[config.mk]
export PLATFORM = sky130hd
export DESIGN_NAME = ipncc_accum
export DESIGN_NICKNAME = d
export VERILOG_FILES = /design/src/rtl/core/image_pair_ncc_unit_macros.svh /design/src/rtl/core/ipncc_pkg.sv /design/src/rtl/core/ipncc_accum.sv
export SDC_FILE = /design/constraint.sdc
export NUM_CORES = 2
export LEC_CHECK = 0
export ABC_CLOCK_PERIOD_IN_PS = 8970
export BUFFER_PORTS_ARGS = -buffer_cell sky130_fd_sc_hd__buf_4
export CORE_MARGIN = 2
export CORE_UTILIZATION = 45
export CTS_CLUSTER_SIZE = 8
export DETAILED_ROUTE_END_ITERATION = 12
export GPL_TIMING_DRIVEN = 0
export PLACE_DENSITY_LB_ADDON = 0.1
export SLEW_MARGIN = 20
export SYNTH_ARGS = -nofsm -noshare
export SYNTH_HDL_FRONTEND = slang
export SYNTH_SLANG_ARGS = --single-unit
[constraint.sdc]
create_clock -name clock -period 8.97 [get_ports clock]
set_input_delay 0.897 -clock clock [delete_from_list [all_inputs] [get_ports clock]]
set_output_delay 0.897 -clock clock [all_outputs]
set_load 0.1 [all_outputs]
[src/rtl/core/image_pair_ncc_unit_macros.svh]
// Assertion macros for the correlation block; only image_pair_ncc_unit.sv includes them.
`ifndef IMAGE_PAIR_NCC_UNIT_MACROS_SVH
`define IMAGE_PAIR_NCC_UNIT_MACROS_SVH

// Consequent must hold in the same cycle as the antecedent.
`define IPNCC_ASSERT_NOW(label, clk, rst, ante, cons, msg) \
   label: assert property (@(posedge clk) disable iff (rst) (ante) |-> (cons)) else $error(msg);

// Consequent must hold in the cycle after the antecedent.
`define IPNCC_ASSERT_NEXT(label, clk, rst, ante, cons, msg) \
   label: assert property (@(posedge clk) disable iff (rst) (ante) |=> (cons)) else $error(msg);

`endif

[src/rtl/core/ipncc_pkg.sv]
package ipncc_pkg;

   localparam int PIXEL_BITS_DEF = 16;
   localparam int COUNT_BITS_DEF = 21;

   // fixed field widths
   localparam int PIX_FIELD_W = 16;
   localparam int THR_W       = 15;
   localparam int NCC_W       = 16;

   localparam logic [THR_W-1:0] THR_RESET = 15'd16368;

   // result magnitude is 0..2^Q_FRAC
   localparam int Q_FRAC = 14;
   localparam int Q_W    = Q_FRAC + 1;
   localparam int QK_W   = 4;

   localparam logic signed [NCC_W-1:0] Q_ONE_S = 16'sd16384;

   // finish result handed from the sequencer to the output stage
   typedef struct packed {
      logic [Q_W-1:0] mag;
      logic           neg;
      logic           flat;
   } ncc_result_type;

   // width of the shared adder: squared variance product shifted by 2*Q_FRAC, plus margin
   function automatic int wide_width(input int pix_bits, input int cnt_bits);
      return 4 * (pix_bits + cnt_bits) + 2 * Q_FRAC + 2;
   endfunction

endpackage

[src/rtl/core/ipncc_accum.sv]
module ipncc_accum
   import ipncc_pkg::*;
#(
   parameter int PIXEL_BITS = PIXEL_BITS_DEF,
   parameter int COUNT_BITS = COUNT_BITS_DEF
) (
   input  logic                                  clock,
   input  logic                                  reset,
   input  logic                                  beat_in,
   input  logic [PIXEL_BITS-1:0]                 pix_a,
   input  logic [PIXEL_BITS-1:0]                 pix_b,
   input  logic                                  last_in,
   input  logic                                  clear,
   output logic                                  stage_last,
   output logic [COUNT_BITS-1:0]                 count,
   output logic [PIXEL_BITS+COUNT_BITS-1:0]      sum_a,
   output logic [PIXEL_BITS+COUNT_BITS-1:0]      sum_b,
   output logic [2*PIXEL_BITS+COUNT_BITS-1:0]    sum_aa,
   output logic [2*PIXEL_BITS+COUNT_BITS-1:0]    sum_bb,
   output logic [2*PIXEL_BITS+COUNT_BITS-1:0]    sum_ab
);

   localparam int PW2 = 2 * PIXEL_BITS;
   localparam int S1W = PIXEL_BITS + COUNT_BITS;
   localparam int S2W = 2 * PIXEL_BITS + COUNT_BITS;

   logic                  stage_valid_ff;
   logic                  stage_last_ff;
   logic [PIXEL_BITS-1:0] a_ff;
   logic [PIXEL_BITS-1:0] b_ff;
   logic [PW2-1:0]        prod_aa_ff;
   logic [PW2-1:0]        prod_bb_ff;
   logic [PW2-1:0]        prod_ab_ff;

   logic [COUNT_BITS-1:0] count_ff, count_in;
   logic [S1W-1:0]        sum_a_ff, sum_a_in;
   logic [S1W-1:0]        sum_b_ff, sum_b_in;
   logic [S2W-1:0]        sum_aa_ff, sum_aa_in;
   logic [S2W-1:0]        sum_bb_ff, sum_bb_in;
   logic [S2W-1:0]        sum_ab_ff, sum_ab_in;

   // stage control
   always_ff @(posedge clock) begin
      if (reset) begin
         stage_valid_ff <= 1'b0;
         stage_last_ff  <= 1'b0;
      end else begin
         stage_valid_ff <= beat_in;
         stage_last_ff  <= beat_in & last_in;
      end
   end

   // product stage
   always_ff @(posedge clock) begin
      if (beat_in) begin
         a_ff       <= pix_a;
         b_ff       <= pix_b;
         prod_aa_ff <= {{PIXEL_BITS{1'b0}}, pix_a} * {{PIXEL_BITS{1'b0}}, pix_a};
         prod_bb_ff <= {{PIXEL_BITS{1'b0}}, pix_b} * {{PIXEL_BITS{1'b0}}, pix_b};
         prod_ab_ff <= {{PIXEL_BITS{1'b0}}, pix_a} * {{PIXEL_BITS{1'b0}}, pix_b};
      end
   end

   // running sums, wrapping at their widths; cleared once the finish is delivered
   always_comb begin
      count_in  = count_ff;
      sum_a_in  = sum_a_ff;
      sum_b_in  = sum_b_ff;
      sum_aa_in = sum_aa_ff;
      sum_bb_in = sum_bb_ff;
      sum_ab_in = sum_ab_ff;
      if (clear) begin
         count_in  = '0;
         sum_a_in  = '0;
         sum_b_in  = '0;
         sum_aa_in = '0;
         sum_bb_in = '0;
         sum_ab_in = '0;
      end else if (stage_valid_ff) begin
         count_in  = count_ff + COUNT_BITS'(1);
         sum_a_in  = sum_a_ff + {{COUNT_BITS{1'b0}}, a_ff};
         sum_b_in  = sum_b_ff + {{COUNT_BITS{1'b0}}, b_ff};
         sum_aa_in = sum_aa_ff + {{COUNT_BITS{1'b0}}, prod_aa_ff};
         sum_bb_in = sum_bb_ff + {{COUNT_BITS{1'b0}}, prod_bb_ff};
         sum_ab_in = sum_ab_ff + {{COUNT_BITS{1'b0}}, prod_ab_ff};
      end
   end

   always_ff @(posedge clock) begin
      if (reset) begin
         count_ff  <= '0;
         sum_a_ff  <= '0;
         sum_b_ff  <= '0;
         sum_aa_ff <= '0;
         sum_bb_ff <= '0;
         sum_ab_ff <= '0;
      end else begin
         count_ff  <= count_in;
         sum_a_ff  <= sum_a_in;
         sum_b_ff  <= sum_b_in;
         sum_aa_ff <= sum_aa_in;
         sum_bb_ff <= sum_bb_in;
         sum_ab_ff <= sum_ab_in;
      end
   end

   assign stage_last = stage_last_ff;
   assign count      = count_ff;
   assign sum_a      = sum_a_ff;
   assign sum_b      = sum_b_ff;
   assign sum_aa     = sum_aa_ff;
   assign sum_bb     = sum_bb_ff;
   assign sum_ab     = sum_ab_ff;

endmodule

# After elaboration in Yosys (flattened, before gate mapping)
# Index checks and enable logic that the tools add are counted.
# op_classes
n_addsub	6
n_bitwise	1
multipliers	3
n_reduce_logical	1
# op_table
cell	count
$add 53x32->53	3
$mul 16x16->32	3
$add 37x16->37	2
$add 21x1->21 const B	1
$reduce_or 2->1	1
$and 1x1->1	1
# totals
regBits	384
output_inout_bits	255
elab_cells	24

# Logic depth before layout (Yosys ltp)
# depth
word_depth	1
depth_mapped	27
depth_no_buf	25

# Worst setup path after synthesis
# Ideal clock, no wire load.
# synth_timing
kind	input-to-reg
start	input port pix_b[3]
end	register prod_bb_ff[31] (data pin)
n_path_buf	2
t_arrival_ns	7.045
setup_ns	0.260
path_slack_ns	1.665
cell_stages	27
path_cell_list	clkbuf_1 clkbuf_1 nand2_1 inv_1 fa_1 inv_1 fa_1 inv_1 fa_1 inv_1 fa_1 inv_1 fa_1 inv_1 fa_1 inv_1 ha_1 a21o_1 a21o_1 nor4_2 o311ai_2 a41oi_2 o31ai_1 o31a_1 a311o_1 a21oi_1 xnor2_1
# synth_via
elab_chain_cells	1
# synth_rtl
element	line	rtl
start, declared	ipncc_accum.sv:11	input logic [PIXEL_BITS-1:0] pix_b,
$mul 16x16->32	ipncc_accum.sv:59	prod_bb_ff <= {{PIXEL_BITS{1'b0}}, pix_b} * {{PIXEL_BITS{1'b0}}, pix_b};
end signal, assigned	ipncc_accum.sv:59	
end, declared	ipncc_accum.sv:32	logic [PW2-1:0] prod_bb_ff;
# Every way passes these cells.
# A chain may end at the register's enable or synchronous reset.

# Final worst setup path
# layout_timing
start	input port pix_b[2]
end	register prod_bb_ff[31] (data pin)
# Same word-level chain as after synthesis.

==> run summary <==
CELLS AND AREA
-------------------------------------------------------------------------------------------
Combined area of the multi-input logic cells                                    30,000 um^2
Reg area                                                                          8850 um^2
Area Growth Syn to Fin                                                                12.9%
Utilization of the core after routing                                                 51.2%
Final Net Count                                                                       5,996
Post-route cell area                                                            47,800 um^2
Layout cell share with drive strength beyond 1                                        7.96%
Fill count                                                                            8,949

WORST SETUP PATH
-------------------------------------------------------------------------------------------
Crit path max-delay family                                                      adder cells
Critical path required time                                                         9.39 ns
Buffer and inverter count on the worst path                                               8
Worst setup path start                                                             pix_b[2]
Launching point of the worst reg2reg path                                           a_ff[0]
CP Data Arrival Time                                                                8.72 ns
Worst-path fanout max                                                                    10
Worst Setup Start Kind                                                           input port
Path type of the worst setup path                                              input port to flop
Worst Setup End Kind                                                                   flop
Critical-path top delay cell                                                   sky130_fd_sc_hd__clkbuf_1
Maximum cell stage delay along the critical path                                    0.75 ns

YOSYS
-------------------------------------------------------------------------------------------
Per-instance average area after synthesis                                         9.09 um^2
Synthesized net count                                                                 5,645
Most used flip-flop cell after synthesis                                       sky130_fd_sc_hd__dfxtp_1
Number of flops mapped to enable cells by yosys                                         124
Flops & latches, synth                                                                  380
Yosys cell types                                                                         80
Share of Yosys cell area claimed by the top area cell type                            24.8%
Async set-reset flop share out of synthesis                                              0%
Top cell type by total area after synthesis                                    sky130_fd_sc_hd__fa_1
Dominant cell by count in the synthesized netlist                              sky130_fd_sc_hd__inv_1
Cell types occupying the most area after synthesis                             sky130_fd_sc_hd__fa_1, sky130_fd_sc_hd__ha_1, sky130_fd_sc_hd__dfxtp_1, sky130_fd_sc_hd__edfxtp_1, sky130_fd_sc_hd__inv_1
Sequential area share after synthesis                                                 20.9%
Cell Area, Synth                                                                42,300 um^2
Synth cell count leaders                                                       sky130_fd_sc_hd__inv_1, sky130_fd_sc_hd__fa_1, sky130_fd_sc_hd__ha_1, sky130_fd_sc_hd__nand2_1, sky130_fd_sc_hd__nor2_1
Count of mapped cells out of synthesis                                                4,653
Count of synthesis-stage warnings from yosys                                              0

ROUTING
-------------------------------------------------------------------------------------------
Via-to-Cell Ratio                                                                      5.28
Drt first pass iters                                                                      6
Drc violations                                                                            0
Average wire length per cell after detail routing                                   20.5 um
Final routed wirelength across all metal layers                                      129 mm
Number of design-rule violations left by the first detailed-router iteration          2,196
Antenna Nets Post-Route                                                                   0
Total via count after detailed routing                                               33,215

CLOCKING
-------------------------------------------------------------------------------------------
Clock edge transition at the registers on the reported setup and hold paths         0.05 ns
Post-CTS Repair Setup Buffers                                                             0
CTS Buf Count                                                                            55
CTS Hold Buffers Added                                                                    0
H-tree depth reported by CTS                                                              2
Root buffer selected by CTS                                                    sky130_fd_sc_hd__clkbuf_16
TritonCTS clock tree                                                                  built
Clock latency on the worst-skew pair                                                0.67 ns
Maximum buffer depth of the clock tree                                                    3
Number of resized instances in the post-cts repair step                                   0
Clk sinks                                                                               380

TIMING
-------------------------------------------------------------------------------------------
Setup TNS Final                                                                        0 ns
Final-report hold violation count                                                         0
Post-route clock period utilization                                                   92.6%
Clk_skew                                                                          0.0455 ns
Final Critical Period                                                               8.30 ns
Final-report max-slew violation count                                                     0
Number of setup violations in the final report                                            0
Highest clock frequency the design can meet                                       0.120 GHz
Transition time at the pin with the least slew margin                               1.08 ns
RSZ-0062 raised after global routing                                                     no
Rel. slew slack                                                                       28.2%

FLOORPLAN
-------------------------------------------------------------------------------------------
Area of the die                                                                 96,500 um^2
Number of placement rows                                                                112
Width of the die                                                                     311 um
I/O Pins                                                                                292
Y dimension of the die                                                               311 um
Starting density of the core                                                          45.4%
Placeable Area                                                                  93,200 um^2

WORST HOLD PATH
-------------------------------------------------------------------------------------------
Worst min-delay path category                                                  input port to flop
Start point of the worst min-delay path                                           pix_b[14]

GLOBAL ROUTE
-------------------------------------------------------------------------------------------
Total global-route track usage                                                        26.7%
Remaining Overflow, GRT                                                                   0
Pin count of the biggest net entering global routing                                     75
Via count of the first global-routing pass                                           33,244
Global-route wire length before repair                                               198 mm
Number of antenna violations at the first check in global routing                         6

PLACED DESIGN
-------------------------------------------------------------------------------------------
Placed inst area                                                                46,200 um^2
Half-perimeter wire length of the detailed placement result                          103 mm
Input/output buffers                                                                    291
RePlAce Congestion                                                                    0.937

POWER
-------------------------------------------------------------------------------------------
Final Power                                                                        0.0170 W
Cell Pwr Density                                                                356 nW/um^2
LEAKAGE                                                                             23.2 nW
Largest vdd supply drop                                                            0.374 mV

JOB
-------------------------------------------------------------------------------------------
Maximum capacitance violations                                                            0

STATUS
-------------------------------------------------------------------------------------------
Run status                                                                        completed

[per-layer routing]
metal	track usage (%)	wire (um)	vias up	part of all wire, %
li1	-	-	15754	-
met1	36.4	57700	16344	45
met2	43.6	59800	921	46
met3	3.45	6950	196	5.4
met4	9.58	4660	0	3.6
met5	0	0	-	0
[metrics by stage]
stage | instances | hold slack [ns] | worst slack [ns]
2_1_floorplan | 4653 | 0.568 | 1.66
3_3_place_gp | 6198 | 0.473 | 0.111
3_5_place_dp | 6201 | 0.478 | 0.0807
4_1_cts | 6291 | 0.396 | 0.781
5_1_grt | 6291 | 0.402 | 0.363
6_report | 6293 | 0.428 | 0.667
[state kept, by name, summed over array words and instances, names as in the netlist, 16 cells and up]
signal / cells
b_ff: 16
sum_b: 37
sum_bb: 53
count: 21
sum_ab: 53
prod_aa_ff: 30
prod_ab_ff: 32
sum_a: 37
sum_aa: 53
prod_bb_ff: 30
a_ff: 16
[layout by cell type (no fill, tap or decap), drive strengths merged, types with 100 or more instances in the layout]
cell,n
clkbuf,242
nand2,432
xnor2,173
nand3,104
inv,758
buf,304
dfxtp,256
and2,202
a21oi,192
nor2,378
xor2,128
o21ai,115
fa,523
ha,432
edfxtp,124
a21o,100
[cell families (layout without fill, tap and decap cells)]
group | Yosys count | after routing | share of synthesized area, %
and+or+nand+nor | 1372 | 1372 | 15.3
other | 0 | 2 | 0
muxes | 91 | 91 | 2.16
xor gates and xnor gates | 301 | 301 | 6.23
buffers and inverters | 926 | 1310 | 8.22
adders and majority gates | 955 | 955 | 37.5
DFF | 380 | 380 | 20.9
AOI/OAI and AO/OA | 628 | 628 | 9.65
[report_power, final]
part	internal, W	leakage (nW)	switching [W]	total (W)
Combinational	0.00506	19.1	0.00723	0.0123
Clock	0.00114	0.762	0.000831	0.00197
Sequential	0.00260	3.28	0.000151	0.00276
Total	0.00880	23.2	0.00821	0.0170
[final timing paths]
check                        end  cells after the start  slack, ns
setup / recovery  prod_bb_ff[31]                     27       0.67
hold reg to reg       sum_aa[31]                      2       0.48
setup reg to reg       sum_a[22]                     13       4.68
hold / removal          b_ff[14]                      1       0.43
[layout make-up]
cell class	instances	share of cell area [%]
sequential	380	18.5
multi-input combinational	3347	62.7
clock inverter	5	0.215
buffer	167	1.35
clock buffer	85	3.14
tap	1254	3.29
antenna	2	0.0105
inverter	759	5.97
timing repair buffer	294	4.76
No activity file was read; power rests on OpenSTA's default activity.
